[src/rtl/lppe_pkg.sv]
package lppe_pkg;

   // widths of the frame counters and the fixed point fraction
   localparam int FRAME_BITS    = 32;
   localparam int FRACTION_BITS = 16;
   localparam int POS_BITS      = FRAME_BITS + FRACTION_BITS;
   localparam int RATIO_BITS    = 8 + FRACTION_BITS;
   localparam int PROD_BITS     = FRAME_BITS + RATIO_BITS;
   localparam int SUM_BITS      = PROD_BITS + 1;
   localparam int CSR_IDX_BITS  = 3;
   localparam int CSR_DATA_BITS = 32;
   localparam int DIV_CNT_BITS  = $clog2(POS_BITS + 1);

   // operation codes
   localparam logic [1:0] OP_START   = 2'd0;
   localparam logic [1:0] OP_LOOP    = 2'd1;
   localparam logic [1:0] OP_REQUEST = 2'd2;
   localparam logic [1:0] OP_ADVANCE = 2'd3;

   // register indexes
   localparam logic [CSR_IDX_BITS-1:0] CSR_TOTAL    = 3'd0;
   localparam logic [CSR_IDX_BITS-1:0] CSR_OUT_LEN  = 3'd1;
   localparam logic [CSR_IDX_BITS-1:0] CSR_RATIO    = 3'd2;
   localparam logic [CSR_IDX_BITS-1:0] CSR_BASE     = 3'd3;
   localparam logic [CSR_IDX_BITS-1:0] CSR_LOOP_EN  = 3'd4;
   localparam logic [CSR_IDX_BITS-1:0] CSR_EXPLICIT = 3'd5;
   localparam logic [CSR_IDX_BITS-1:0] CSR_FIRST    = 3'd6;
   localparam logic [CSR_IDX_BITS-1:0] CSR_LAST     = 3'd7;

   // ratio value 1.0
   localparam logic [RATIO_BITS-1:0] RATIO_ONE = RATIO_BITS'(1) << FRACTION_BITS;

   typedef struct packed {
      logic [1:0]            operation;
      logic [POS_BITS-1:0]   start_position;
      logic [FRAME_BITS-1:0] frame_count;
   } req_payload_type;

   typedef struct packed {
      logic [FRAME_BITS-1:0] granted_frames;
      logic                  end_reached;
      logic                  loop_active;
      logic                  wrapped_flag;
      logic [FRAME_BITS-1:0] output_position;
      logic [POS_BITS-1:0]   source_position;
   } rsp_payload_type;

   // datapath commands
   typedef enum logic [3:0] {
      CMD_NONE,
      CMD_CAPTURE,
      CMD_START_DIV,
      CMD_START_DONE,
      CMD_LOOP_SETUP,
      CMD_DIV_FIRST,
      CMD_DIV_LAST,
      CMD_LOOP_FINISH,
      CMD_REQUEST,
      CMD_ADV_ADD,
      CMD_ADV_MUL,
      CMD_ADV_SUM,
      CMD_ADV_WRAP,
      CMD_RESP_LOAD
   } dp_cmd_type;

   typedef struct packed {
      logic [1:0] op;
      logic       count_zero;
      logic       loop_go;
      logic       div_done;
      logic       rsp_free;
   } dp_status_type;

   typedef enum logic [3:0] {
      ST_IDLE,
      ST_DISPATCH,
      ST_START_WAIT,
      ST_LOOP_CHECK,
      ST_LOOP_WAIT0,
      ST_LOOP_WAIT1,
      ST_ADV_MUL,
      ST_ADV_SUM,
      ST_ADV_WRAP,
      ST_RESP
   } ctrl_state_type;

endpackage

[src/rtl/lppe_div.sv]
module lppe_div (
   input  logic                                clock,
   input  logic                                reset,
   input  logic                                start,
   input  logic [lppe_pkg::POS_BITS-1:0]       dividend,
   input  logic [lppe_pkg::RATIO_BITS-1:0]     divisor,
   output logic                                done,
   output logic [lppe_pkg::POS_BITS-1:0]       quotient
);

   localparam int Dw = lppe_pkg::POS_BITS;
   localparam int Vw = lppe_pkg::RATIO_BITS;
   localparam int Cw = lppe_pkg::DIV_CNT_BITS;

   logic [Dw-1:0] dvd_ff, dvd_in;
   logic [Vw-1:0] rem_ff, rem_in;
   logic [Vw-1:0] dvs_ff, dvs_in;
   logic [Cw-1:0] cnt_ff, cnt_in;
   logic          done_ff, done_in;
   logic [Vw:0]   rem_sh;
   logic [Vw:0]   rem_sub;

   // one quotient bit per cycle, restoring
   always_comb begin
      rem_sh  = {rem_ff, dvd_ff[Dw-1]};
      rem_sub = rem_sh - {1'b0, dvs_ff};
      dvd_in  = dvd_ff;
      rem_in  = rem_ff;
      dvs_in  = dvs_ff;
      cnt_in  = cnt_ff;
      done_in = 1'b0;
      if (start) begin
         dvd_in = dividend;
         rem_in = '0;
         dvs_in = divisor;
         cnt_in = Cw'(Dw);
      end else if (cnt_ff != '0) begin
         if (rem_sh >= {1'b0, dvs_ff}) begin
            rem_in = rem_sub[Vw-1:0];
            dvd_in = {dvd_ff[Dw-2:0], 1'b1};
         end else begin
            rem_in = rem_sh[Vw-1:0];
            dvd_in = {dvd_ff[Dw-2:0], 1'b0};
         end
         cnt_in  = cnt_ff - Cw'(1);
         done_in = (cnt_ff == Cw'(1));
      end
   end

   always_ff @(posedge clock) begin
      dvd_ff <= dvd_in;
      rem_ff <= rem_in;
      dvs_ff <= dvs_in;
      if (reset) begin
         cnt_ff  <= '0;
         done_ff <= 1'b0;
      end else begin
         cnt_ff  <= cnt_in;
         done_ff <= done_in;
      end
   end

   assign done     = done_ff;
   assign quotient = dvd_ff;

endmodule

[src/rtl/lppe_dp.sv]
module lppe_dp (
   input  logic                                clock,
   input  logic                                reset,
   input  logic                                csr_write_enable,
   input  logic [lppe_pkg::CSR_IDX_BITS-1:0]   csr_index,
   input  logic [lppe_pkg::CSR_DATA_BITS-1:0]  csr_write_data,
   input  lppe_pkg::req_payload_type           req_payload,
   input  logic                                rsp_ready,
   output logic                                rsp_valid,
   output lppe_pkg::rsp_payload_type           rsp_payload,
   input  lppe_pkg::dp_cmd_type                cmd,
   output lppe_pkg::dp_status_type             status
);

   localparam int Fw   = lppe_pkg::FRAME_BITS;
   localparam int Frac = lppe_pkg::FRACTION_BITS;
   localparam int Pw   = lppe_pkg::POS_BITS;
   localparam int Rw   = lppe_pkg::RATIO_BITS;
   localparam int Mw   = lppe_pkg::PROD_BITS;
   localparam int Sw   = lppe_pkg::SUM_BITS;

   // configuration registers
   logic [Fw-1:0] total_ff, olen_ff, base_ff, rfirst_ff, rlast_ff;
   logic [Rw-1:0] ratio_ff;
   logic          loop_en_ff, explicit_ff;

   // latched input word
   logic [1:0]    op_ff;
   logic [Pw-1:0] start_ff;
   logic [Fw-1:0] count_ff;

   // playback state
   logic [Pw-1:0] src_ff, src_in;
   logic [Fw-1:0] out_ff, out_in;
   logic          valid_ff, valid_in, armed_ff, armed_in, wrapped_ff, wrapped_in;
   logic [Fw-1:0] lsb0_ff, lsb0_in, lsb1_ff, lsb1_in, lob0_ff, lob0_in, lob1_ff, lob1_in;
   logic          loop_go_ff, loop_go_in;
   logic [Fw-1:0] grant_ff, grant_in;
   logic [Mw-1:0] prod_ff, prod_in;
   logic          rsp_valid_ff, rsp_valid_in;
   lppe_pkg::rsp_payload_type rsp_ff, rsp_in;

   // derived values
   logic [Rw-1:0] eratio;
   logic [Fw-1:0] ebase;
   logic [Pw-1:0] base_fx, total_fx, pos_clamp;
   logic [Fw-1:0] first_raw, last_raw, first_c, last_c, rg_lo, rg_hi;
   logic          region_in;
   logic [Pw-1:0] div_sel, div_dividend, quotient;
   logic          div_start, div_done;
   logic [Fw-1:0] q_sat;
   logic [Pw-1:0] first_fx, last_fx;
   logic          ob_valid, arm_n, wr_n;
   logic [Fw:0]   adv_sum;
   logic [Sw-1:0] src_sum;
   logic [Fw-1:0] rem;

   always_comb begin
      eratio    = (ratio_ff == '0) ? lppe_pkg::RATIO_ONE : ratio_ff;
      ebase     = (base_ff > total_ff) ? total_ff : base_ff;
      base_fx   = {ebase, Frac'(0)};
      total_fx  = {total_ff, Frac'(0)};
      pos_clamp = (start_ff > total_fx) ? total_fx : start_ff;
      first_fx  = {lsb0_ff, Frac'(0)};
      last_fx   = {lsb1_ff, Frac'(0)};
      // effective loop region, clamped and ordered
      first_raw = explicit_ff ? rfirst_ff : '0;
      last_raw  = explicit_ff ? rlast_ff : total_ff;
      first_c   = (first_raw > total_ff) ? total_ff : first_raw;
      last_c    = (last_raw > total_ff) ? total_ff : last_raw;
      rg_lo     = (first_c > last_c) ? last_c : first_c;
      rg_hi     = (first_c > last_c) ? first_c : last_c;
      region_in = loop_en_ff && (total_ff != '0) && (rg_hi > rg_lo);
      // divider operand select, offset from the base frame
      unique case (cmd)
         lppe_pkg::CMD_START_DIV: div_sel = pos_clamp;
         lppe_pkg::CMD_DIV_FIRST: div_sel = first_fx;
         default:                 div_sel = last_fx;
      endcase
      div_dividend = (div_sel > base_fx) ? (div_sel - base_fx) : '0;
      div_start    = (cmd == lppe_pkg::CMD_START_DIV) || (cmd == lppe_pkg::CMD_DIV_FIRST)
                     || (cmd == lppe_pkg::CMD_DIV_LAST);
      q_sat        = (quotient > Pw'(olen_ff)) ? olen_ff : quotient[Fw-1:0];
   end

   lppe_div u_div (
      .clock    (clock),
      .reset    (reset),
      .start    (div_start),
      .dividend (div_dividend),
      .divisor  (eratio),
      .done     (div_done),
      .quotient (quotient)
   );

   // state updates per command
   always_comb begin
      src_in       = src_ff;
      out_in       = out_ff;
      valid_in     = valid_ff;
      armed_in     = armed_ff;
      wrapped_in   = wrapped_ff;
      lsb0_in      = lsb0_ff;
      lsb1_in      = lsb1_ff;
      lob0_in      = lob0_ff;
      lob1_in      = lob1_ff;
      loop_go_in   = loop_go_ff;
      grant_in     = grant_ff;
      prod_in      = prod_ff;
      rsp_in       = rsp_ff;
      rsp_valid_in = rsp_valid_ff && !rsp_ready;
      ob_valid     = q_sat > lob0_ff;
      arm_n        = 1'b0;
      wr_n         = wrapped_ff;
      adv_sum      = {1'b0, out_ff} + {1'b0, count_ff};
      src_sum      = Sw'(base_fx) + Sw'(prod_ff);
      rem          = '0;
      unique case (cmd)
         lppe_pkg::CMD_NONE: begin
         end
         lppe_pkg::CMD_CAPTURE: begin
            grant_in = '0;
         end
         lppe_pkg::CMD_START_DIV: begin
         end
         lppe_pkg::CMD_START_DONE: begin
            src_in     = pos_clamp;
            out_in     = q_sat;
            valid_in   = 1'b0;
            armed_in   = 1'b0;
            wrapped_in = 1'b0;
            lsb0_in    = '0;
            lsb1_in    = '0;
            lob0_in    = '0;
            lob1_in    = '0;
         end
         lppe_pkg::CMD_LOOP_SETUP: begin
            valid_in   = 1'b0;
            lob0_in    = '0;
            lob1_in    = '0;
            lsb0_in    = region_in ? rg_lo : '0;
            lsb1_in    = region_in ? rg_hi : '0;
            loop_go_in = region_in && (rg_lo >= ebase);
            if (!(region_in && (rg_lo >= ebase))) begin
               armed_in   = 1'b0;
               wrapped_in = 1'b0;
            end
         end
         lppe_pkg::CMD_DIV_FIRST: begin
         end
         lppe_pkg::CMD_DIV_LAST: begin
            lob0_in = q_sat;
         end
         lppe_pkg::CMD_LOOP_FINISH: begin
            lob1_in  = q_sat;
            valid_in = ob_valid;
            if (!ob_valid) begin
               armed_in   = 1'b0;
               wrapped_in = 1'b0;
            end else begin
               arm_n = armed_ff || (src_ff < last_fx);
               if (!armed_ff && !(src_ff < last_fx)) wr_n = 1'b0;
               armed_in   = arm_n;
               wrapped_in = wr_n;
               if (arm_n && ((src_ff >= last_fx) || (out_ff >= q_sat))) begin
                  src_in     = first_fx;
                  out_in     = lob0_ff;
                  wrapped_in = 1'b1;
               end
            end
         end
         lppe_pkg::CMD_REQUEST: begin
            grant_in = '0;
            if (count_ff != '0) begin
               if (valid_ff && armed_ff) begin
                  if (out_ff >= lob1_ff) begin
                     src_in = last_fx;
                  end else begin
                     rem      = lob1_ff - out_ff;
                     grant_in = (count_ff < rem) ? count_ff : rem;
                  end
               end else if (out_ff < olen_ff) begin
                  rem      = olen_ff - out_ff;
                  grant_in = (count_ff < rem) ? count_ff : rem;
               end
            end
         end
         lppe_pkg::CMD_ADV_ADD: begin
            out_in = (adv_sum > {1'b0, olen_ff}) ? olen_ff : adv_sum[Fw-1:0];
         end
         lppe_pkg::CMD_ADV_MUL: begin
            prod_in = Mw'(out_ff) * Mw'(eratio);
         end
         lppe_pkg::CMD_ADV_SUM: begin
            src_in = (src_sum > Sw'(total_fx)) ? total_fx : src_sum[Pw-1:0];
         end
         lppe_pkg::CMD_ADV_WRAP: begin
            if (valid_ff && armed_ff && (src_ff >= last_fx)) begin
               src_in     = first_fx;
               out_in     = lob0_ff;
               wrapped_in = 1'b1;
            end
         end
         lppe_pkg::CMD_RESP_LOAD: begin
            rsp_valid_in           = 1'b1;
            rsp_in.granted_frames  = grant_ff;
            rsp_in.end_reached     = !(valid_ff && armed_ff) && (out_ff >= olen_ff);
            rsp_in.loop_active     = valid_ff && armed_ff;
            rsp_in.wrapped_flag    = wrapped_ff;
            rsp_in.output_position = out_ff;
            rsp_in.source_position = src_ff;
         end
         default: begin
         end
      endcase
   end

   // configuration writes
   always_ff @(posedge clock) begin
      if (reset) begin
         total_ff    <= '0;
         olen_ff     <= '0;
         ratio_ff    <= lppe_pkg::RATIO_ONE;
         base_ff     <= '0;
         loop_en_ff  <= 1'b0;
         explicit_ff <= 1'b0;
         rfirst_ff   <= '0;
         rlast_ff    <= '0;
      end else if (csr_write_enable) begin
         unique case (csr_index)
            lppe_pkg::CSR_TOTAL:    total_ff    <= csr_write_data[Fw-1:0];
            lppe_pkg::CSR_OUT_LEN:  olen_ff     <= csr_write_data[Fw-1:0];
            lppe_pkg::CSR_RATIO:    ratio_ff    <= csr_write_data[Rw-1:0];
            lppe_pkg::CSR_BASE:     base_ff     <= csr_write_data[Fw-1:0];
            lppe_pkg::CSR_LOOP_EN:  loop_en_ff  <= csr_write_data[0];
            lppe_pkg::CSR_EXPLICIT: explicit_ff <= csr_write_data[0];
            lppe_pkg::CSR_FIRST:    rfirst_ff   <= csr_write_data[Fw-1:0];
            lppe_pkg::CSR_LAST:     rlast_ff    <= csr_write_data[Fw-1:0];
            default: begin
            end
         endcase
      end
   end

   // input word latch and payload registers
   always_ff @(posedge clock) begin
      if (cmd == lppe_pkg::CMD_CAPTURE) begin
         op_ff    <= req_payload.operation;
         start_ff <= req_payload.start_position;
         count_ff <= req_payload.frame_count;
      end
      prod_ff  <= prod_in;
      grant_ff <= grant_in;
      rsp_ff   <= rsp_in;
   end

   // playback state and response valid
   always_ff @(posedge clock) begin
      if (reset) begin
         src_ff       <= '0;
         out_ff       <= '0;
         valid_ff     <= 1'b0;
         armed_ff     <= 1'b0;
         wrapped_ff   <= 1'b0;
         lsb0_ff      <= '0;
         lsb1_ff      <= '0;
         lob0_ff      <= '0;
         lob1_ff      <= '0;
         loop_go_ff   <= 1'b0;
         rsp_valid_ff <= 1'b0;
      end else begin
         src_ff       <= src_in;
         out_ff       <= out_in;
         valid_ff     <= valid_in;
         armed_ff     <= armed_in;
         wrapped_ff   <= wrapped_in;
         lsb0_ff      <= lsb0_in;
         lsb1_ff      <= lsb1_in;
         lob0_ff      <= lob0_in;
         lob1_ff      <= lob1_in;
         loop_go_ff   <= loop_go_in;
         rsp_valid_ff <= rsp_valid_in;
      end
   end

   assign status.op         = op_ff;
   assign status.count_zero = (count_ff == '0);
   assign status.loop_go    = loop_go_ff;
   assign status.div_done   = div_done;
   assign status.rsp_free   = !rsp_valid_ff || rsp_ready;
   assign rsp_valid         = rsp_valid_ff;
   assign rsp_payload       = rsp_ff;

endmodule

[src/rtl/lppe_ctrl.sv]
module lppe_ctrl (
   input  logic                    clock,
   input  logic                    reset,
   input  logic                    req_valid,
   output logic                    req_ready,
   input  lppe_pkg::dp_status_type status,
   output lppe_pkg::dp_cmd_type    cmd
);

   lppe_pkg::ctrl_state_type state_ff, state_in;

   always_ff @(posedge clock) begin
      if (reset) begin
         state_ff <= lppe_pkg::ST_IDLE;
      end else begin
         state_ff <= state_in;
      end
   end

   // sequencing of one operation
   always_comb begin
      state_in  = state_ff;
      cmd       = lppe_pkg::CMD_NONE;
      req_ready = 1'b0;
      unique case (state_ff)
         lppe_pkg::ST_IDLE: begin
            req_ready = 1'b1;
            if (req_valid) begin
               cmd      = lppe_pkg::CMD_CAPTURE;
               state_in = lppe_pkg::ST_DISPATCH;
            end
         end
         lppe_pkg::ST_DISPATCH: begin
            unique case (status.op)
               lppe_pkg::OP_START: begin
                  cmd      = lppe_pkg::CMD_START_DIV;
                  state_in = lppe_pkg::ST_START_WAIT;
               end
               lppe_pkg::OP_LOOP: begin
                  cmd      = lppe_pkg::CMD_LOOP_SETUP;
                  state_in = lppe_pkg::ST_LOOP_CHECK;
               end
               lppe_pkg::OP_REQUEST: begin
                  cmd      = lppe_pkg::CMD_REQUEST;
                  state_in = lppe_pkg::ST_RESP;
               end
               default: begin
                  if (status.count_zero) begin
                     state_in = lppe_pkg::ST_RESP;
                  end else begin
                     cmd      = lppe_pkg::CMD_ADV_ADD;
                     state_in = lppe_pkg::ST_ADV_MUL;
                  end
               end
            endcase
         end
         lppe_pkg::ST_START_WAIT: begin
            if (status.div_done) begin
               cmd      = lppe_pkg::CMD_START_DONE;
               state_in = lppe_pkg::ST_RESP;
            end
         end
         lppe_pkg::ST_LOOP_CHECK: begin
            if (status.loop_go) begin
               cmd      = lppe_pkg::CMD_DIV_FIRST;
               state_in = lppe_pkg::ST_LOOP_WAIT0;
            end else begin
               state_in = lppe_pkg::ST_RESP;
            end
         end
         lppe_pkg::ST_LOOP_WAIT0: begin
            if (status.div_done) begin
               cmd      = lppe_pkg::CMD_DIV_LAST;
               state_in = lppe_pkg::ST_LOOP_WAIT1;
            end
         end
         lppe_pkg::ST_LOOP_WAIT1: begin
            if (status.div_done) begin
               cmd      = lppe_pkg::CMD_LOOP_FINISH;
               state_in = lppe_pkg::ST_RESP;
            end
         end
         lppe_pkg::ST_ADV_MUL: begin
            cmd      = lppe_pkg::CMD_ADV_MUL;
            state_in = lppe_pkg::ST_ADV_SUM;
         end
         lppe_pkg::ST_ADV_SUM: begin
            cmd      = lppe_pkg::CMD_ADV_SUM;
            state_in = lppe_pkg::ST_ADV_WRAP;
         end
         lppe_pkg::ST_ADV_WRAP: begin
            cmd      = lppe_pkg::CMD_ADV_WRAP;
            state_in = lppe_pkg::ST_RESP;
         end
         lppe_pkg::ST_RESP: begin
            if (status.rsp_free) begin
               cmd      = lppe_pkg::CMD_RESP_LOAD;
               state_in = lppe_pkg::ST_IDLE;
            end
         end
         default: begin
            state_in = lppe_pkg::ST_IDLE;
         end
      endcase
   end

endmodule

[src/rtl/looped_playback_position_engine.sv]
// Playback position engine for looped playback of a rendered take.
// Input channel req_*: one word carries an operation (start, update loop,
// request frames, advance by written frames), a Q32.16 start frame and a
// frame count. Result channel rsp_*: exactly one word per input word with
// the grant, end and loop flags and both cursors after the operation.
// Configuration port csr_*: register writes take effect at once; write only
// while no operation is in flight.
// Start and an update loop that sets up a loop use the shared restoring
// divider, the loop update once for the first and once for the last frame;
// a request, an advance and an update loop with no loop use no divider. One
// operation is in flight at a time: a new input word is taken only once the
// last result has been loaded into the output register.
// Reset (synchronous, active high) clears cursors, loop state and the result
// valid flag and loads the register defaults (ratio 1.0, all others zero).
// When the receiver stalls the result is held in the output register; the
// block still takes the next word and finishes it, then waits to deliver.
module looped_playback_position_engine (
   input  logic                                clock,
   input  logic                                reset,
   input  logic                                req_valid,
   output logic                                req_ready,
   input  lppe_pkg::req_payload_type           req_payload,
   output logic                                rsp_valid,
   input  logic                                rsp_ready,
   output lppe_pkg::rsp_payload_type           rsp_payload,
   input  logic                                csr_write_enable,
   input  logic [lppe_pkg::CSR_IDX_BITS-1:0]   csr_index,
   input  logic [lppe_pkg::CSR_DATA_BITS-1:0]  csr_write_data
);

   lppe_pkg::dp_cmd_type    cmd;
   lppe_pkg::dp_status_type status;

   lppe_ctrl u_ctrl (
      .clock     (clock),
      .reset     (reset),
      .req_valid (req_valid),
      .req_ready (req_ready),
      .status    (status),
      .cmd       (cmd)
   );

   lppe_dp u_dp (
      .clock            (clock),
      .reset            (reset),
      .csr_write_enable (csr_write_enable),
      .csr_index        (csr_index),
      .csr_write_data   (csr_write_data),
      .req_payload      (req_payload),
      .rsp_ready        (rsp_ready),
      .rsp_valid        (rsp_valid),
      .rsp_payload      (rsp_payload),
      .cmd              (cmd),
      .status           (status)
   );

endmodule

[config.mk]
export PLATFORM = sky130hd
export DESIGN_NAME = looped_playback_position_engine
export DESIGN_NICKNAME = d
export VERILOG_FILES = /design/src/rtl/lppe_pkg.sv /design/src/rtl/lppe_div.sv /design/src/rtl/lppe_dp.sv /design/src/rtl/lppe_ctrl.sv /design/src/rtl/looped_playback_position_engine.sv
export SDC_FILE = /design/constraint.sdc
export NUM_CORES = 2
export LEC_CHECK = 0
export BUFFER_PORTS_ARGS = -buffer_cell sky130_fd_sc_hd__buf_2
export CELL_PAD_IN_SITES_DETAIL_PLACEMENT = 1
export CELL_PAD_IN_SITES_GLOBAL_PLACEMENT = 2
export CORE_AREA = 2 2 500 502
export CTS_BUF_LIST = sky130_fd_sc_hd__clkbuf_8 sky130_fd_sc_hd__clkbuf_16
export DETAILED_ROUTE_END_ITERATION = 8
export DIE_AREA = 0 0 502 504
export PLACE_DENSITY = 0.69
export SETUP_SLACK_MARGIN = 0.5
export SYNTH_ARGS = -nofsm -noshare
export SYNTH_HDL_FRONTEND = slang
export SYNTH_SLANG_ARGS = --single-unit
[constraint.sdc]
create_clock -name clock -period 20.9 [get_ports clock]
set_clock_uncertainty 0.1 [all_clocks]
set_input_delay 3.135 -clock clock [delete_from_list [all_inputs] [get_ports clock]]
set_output_delay 3.135 -clock clock [all_outputs]
set_load 0.05 [all_outputs]
==> qor.txt <==
RSZ-0062 raised after global routing - no
GRT met1 Usage - 37.5%
Data required, critical path - 21.47 ns
R2R Setup Slk - 8.88 ns
Post-Syn Area - 78800 um^2
Core Footprint - 248000 um^2
Hold Path Class - flop to flop
I/O Buffers - 238
Max Fclk - 83.2 MHz
async set-reset flop share out of synthesis - 0%
most frequent cell on the critical path - o21ai_0
# Post-CTS Setup Buffers - 0
synthesis warning total - 0
Placed Cells - 12145
Slew Limit Headroom - -2.46%
cts hold-fix bufs - 0
TritonCTS clock tree - built
initial core utilization - 31.8%
sink of the worst hold path - u_dp.rsp_payload[83]$_DFFE_PP_
RR Startpoint - u_dp.total_ff[2]$_SDFFE_PP0P_
clock-pin slew on the worst setup and hold paths - 0.07 ns
Chip Width - 502 um
first-pass GRT wire length - 526000 um
FP Rows - 183
height of the die - 504 um
layout cells sized above 1 - 8.61%
outcome - finished with violations
vias - 68614
antenna violations before repair - 25
clock tree buffer depth - 3
VDD IR max - 0.000244 V
GP Congestion - 0.978
PD cells - 127 nW/um^2
post-layout min period - 12.02 ns
Max Cap Viol - 1
GR Util met3 - 4.08%
post-DP HPWL - 282000 um
FF+latch count, synth - 791
nets - 10527
Area growth syn-to-layout - 11.1%
Hold Startpoint - u_dp.grant_ff[0]$_SDFFCE_PN0P_
Clock Sink Count - 791
Final period util - 57.5%
GRT met2 Usage - 46.3%
R2R cell count - 41
CP Capture Type - flop
clk root buf - clkbuf_16
Most Crowded Layer GR - met2
share of the synthesized area in the top cell type - 16.9%
largest net degree at the start of global routing - 74
Worst Setup Start Kind - flop
final hold vios - 0
Mapped Cells - 8906
drt first pass iters - 6
H-tree levels - 3
Post-DRT Antenna Nets - 0
actual slew at the worst max-slew pin - 1.53 ns
drt initial violations - 5070
Worst Path Class, Setup - flop to flop
gr ovfl total - 0
Most used DFF post-synth - dfxtp_1
most frequent cell after synthesis - nand2_1
P_leak - 38.5 nW
crit-path max cell delay - 1.15 ns
Final setup viols - 0
CP max stage cell - nor3_1
Synth area leader - fa_1
hold path cells - 0
Layout Cells excl Fill - 12360
cts repair resizes - 0
failing checks - capacitance limit, slew limit
Syn Area/Cell - 8.85 um^2
Post-synth EDFFs - 357
FF-to-FF End - u_dp.src_ff[26]$_SDFFE_PP0P_
Setup crit start - u_dp.total_ff[2]$_SDFFE_PP0P_
crit path max fanout - 34
Clock Latency Late Sink - 0.84 ns
syn nets - 10511
Area contributors post-synth - fa_1 17%, edfxtp_1 14%, ha_1 13%
Yosys cell types - 94
fin. max-slew vios - 3
commonest cells in the netlist - 1243 x nand2_1, 1006 x inv_1, 819 x ha_1, 664 x fa_1, 586 x a21oi_1
CP arrival - 12.59 ns
total negative slack - 0 ns
post-synthesis sequential area ratio - 24.6%
routed vias/inst - 5.55
routed wire length - 365000 um
vias in the first global route - 71813
die footprint - 253000 um^2
CTS buffer count - 105
GRT Total Usage - 28.5%
WL/cell - 29.5 um
# IOs - 239
drt drc - 0
[layout make-up]
type,instances,area [um^2]
Antenna cell,18,45.0
Clock buffer,110,2700
Clock inverter,87,1080
Fill cell,28582,160000
Inverter,1008,3780
Multi-Input combinational cell,6602,53900
Sequential cell,791,19400
Tap cell,3330,4170
Timing Repair Buffer,414,2520
[report_power, final]
group | total (W) | internal [W] | switching (W) | leakage, nW
Clock | 0.00200 | 0.00116 | 0.000844 | 1.87
Sequential | 0.00228 | 0.00196 | 0.000318 | 6.90
Combinational | 0.00680 | 0.00243 | 0.00436 | 29.7
Total | 0.0111 | 0.00555 | 0.00553 | 38.5
[worst max-delay path, delay by kind of cell, from the launching register on]
family                   cells  cell delay, ns
AO/OA/AOI/OAI               24            4.23
AND/OR/NAND/NOR              6            2.28
buffers and inverters        5            2.21
adder cells (fa/ha/maj)      4            1.49
flip-flops                   1            0.74
multiplexers                 2            0.66
[cells in the final DEF, fill, tap and decap left out, types with 19 or more instances in the layout]
master,count
o211ai_1,26
xor2_1,70
o22ai_1,70
buf_4,176
clkbuf_16,105
a21o_1,220
nor3_1,60
buf_2,237
fa_1,664
a2bb2oi_1,22
dfxtp_1,432
nand2b_1,58
a22o_1,32
mux2i_1,243
xnor2_1,166
edfxtp_1,357
a21boi_0,21
o41ai_1,26
nand2_1,1242
a211oi_1,106
a22oi_1,72
nand4_1,118
o21ai_0,314
nor2b_1,141
inv_1,1018
ha_1,819
or2_2,25
and2_1,288
a31oi_1,64
nor2_1,432
o21bai_1,50
a21oi_1,584
nor4_1,47
and3_1,38
mux2_2,95
o21a_1,61
o31ai_1,84
and4_1,19
nand3_1,80
[metal layers]
layer | share of wire (%) | wire (um) | vias to the layer above
met3 | 5.4 | 19600 | 593
met2 | 46 | 169000 | 2066
met4 | 4.8 | 17600 | 14
met1 | 44 | 159000 | 35498
met5 | 0.025 | 91 | -
li1 | - | - | 30443
[registers in the layout (all words and copies together), names as in the netlist, 48 cells and up]
signal	flops
u_dp.src_ff	48
u_dp.rsp_payload	115
u_dp.u_div.quotient	48
u_dp.prod_ff	56
u_dp.start_ff	48
[how the worst max path moves through the flow]
stage / slack (ns) / endpoint / cells past startpoint
after floorplan: 4.26 / u_dp.rsp_payload[0]$_DFFE_PP_ / 6
after global placement: 8.98 / u_dp.u_div.quotient[36]$_DFFE_PP_ / 28
after detailed placement: 8.85 / u_dp.u_div.quotient[36]$_DFFE_PP_ / 28
after CTS: 9.25 / u_dp.src_ff[26]$_SDFFE_PP0P_ / 41
after global routing: 8.64 / u_dp.src_ff[26]$_SDFFE_PP0P_ / 45
final: 8.88 / u_dp.src_ff[26]$_SDFFE_PP0P_ / 41
[kinds of logic (layout without fill, tap and decap cells)]
| family | Yosys count | after routing | synth area share (%) |
|---|---|---|---|
| compound gates | 1909 | 1909 | 15.6 |
| xor+xnor | 236 | 236 | 2.62 |
| fa+ha+maj | 1483 | 1483 | 29.9 |
| buf+inv | 1513 | 1619 | 7.30 |
| flops | 791 | 791 | 24.6 |
| mux | 339 | 339 | 4.46 |
| other cells | 0 | 18 | 0 |
| simple gates | 2635 | 2635 | 15.5 |
[metrics by stage]
| step | hold slack, ns | setup WS [ns] | power, W | utilization [%] | area, um^2 |
|---|---|---|---|---|---|
| after detailed placement | 0.305 | 8.85 | 0.00902 | 33.8 | 83700 |
| final | 0.317 | 8.88 | 0.0111 | 35.4 | 87600 |
| after floorplan | 0.300 | 4.26 | 0.00653 | - | 78800 |
| after global routing | 0.325 | 8.64 | 0.0118 | 35.4 | 87500 |
| after global placement | 0.307 | 8.98 | 0.00889 | 33.8 | 83700 |
| after CTS | 0.319 | 9.25 | 0.0111 | 35.4 | 87500 |
Note: power is estimated with default switching activity, not from simulation.
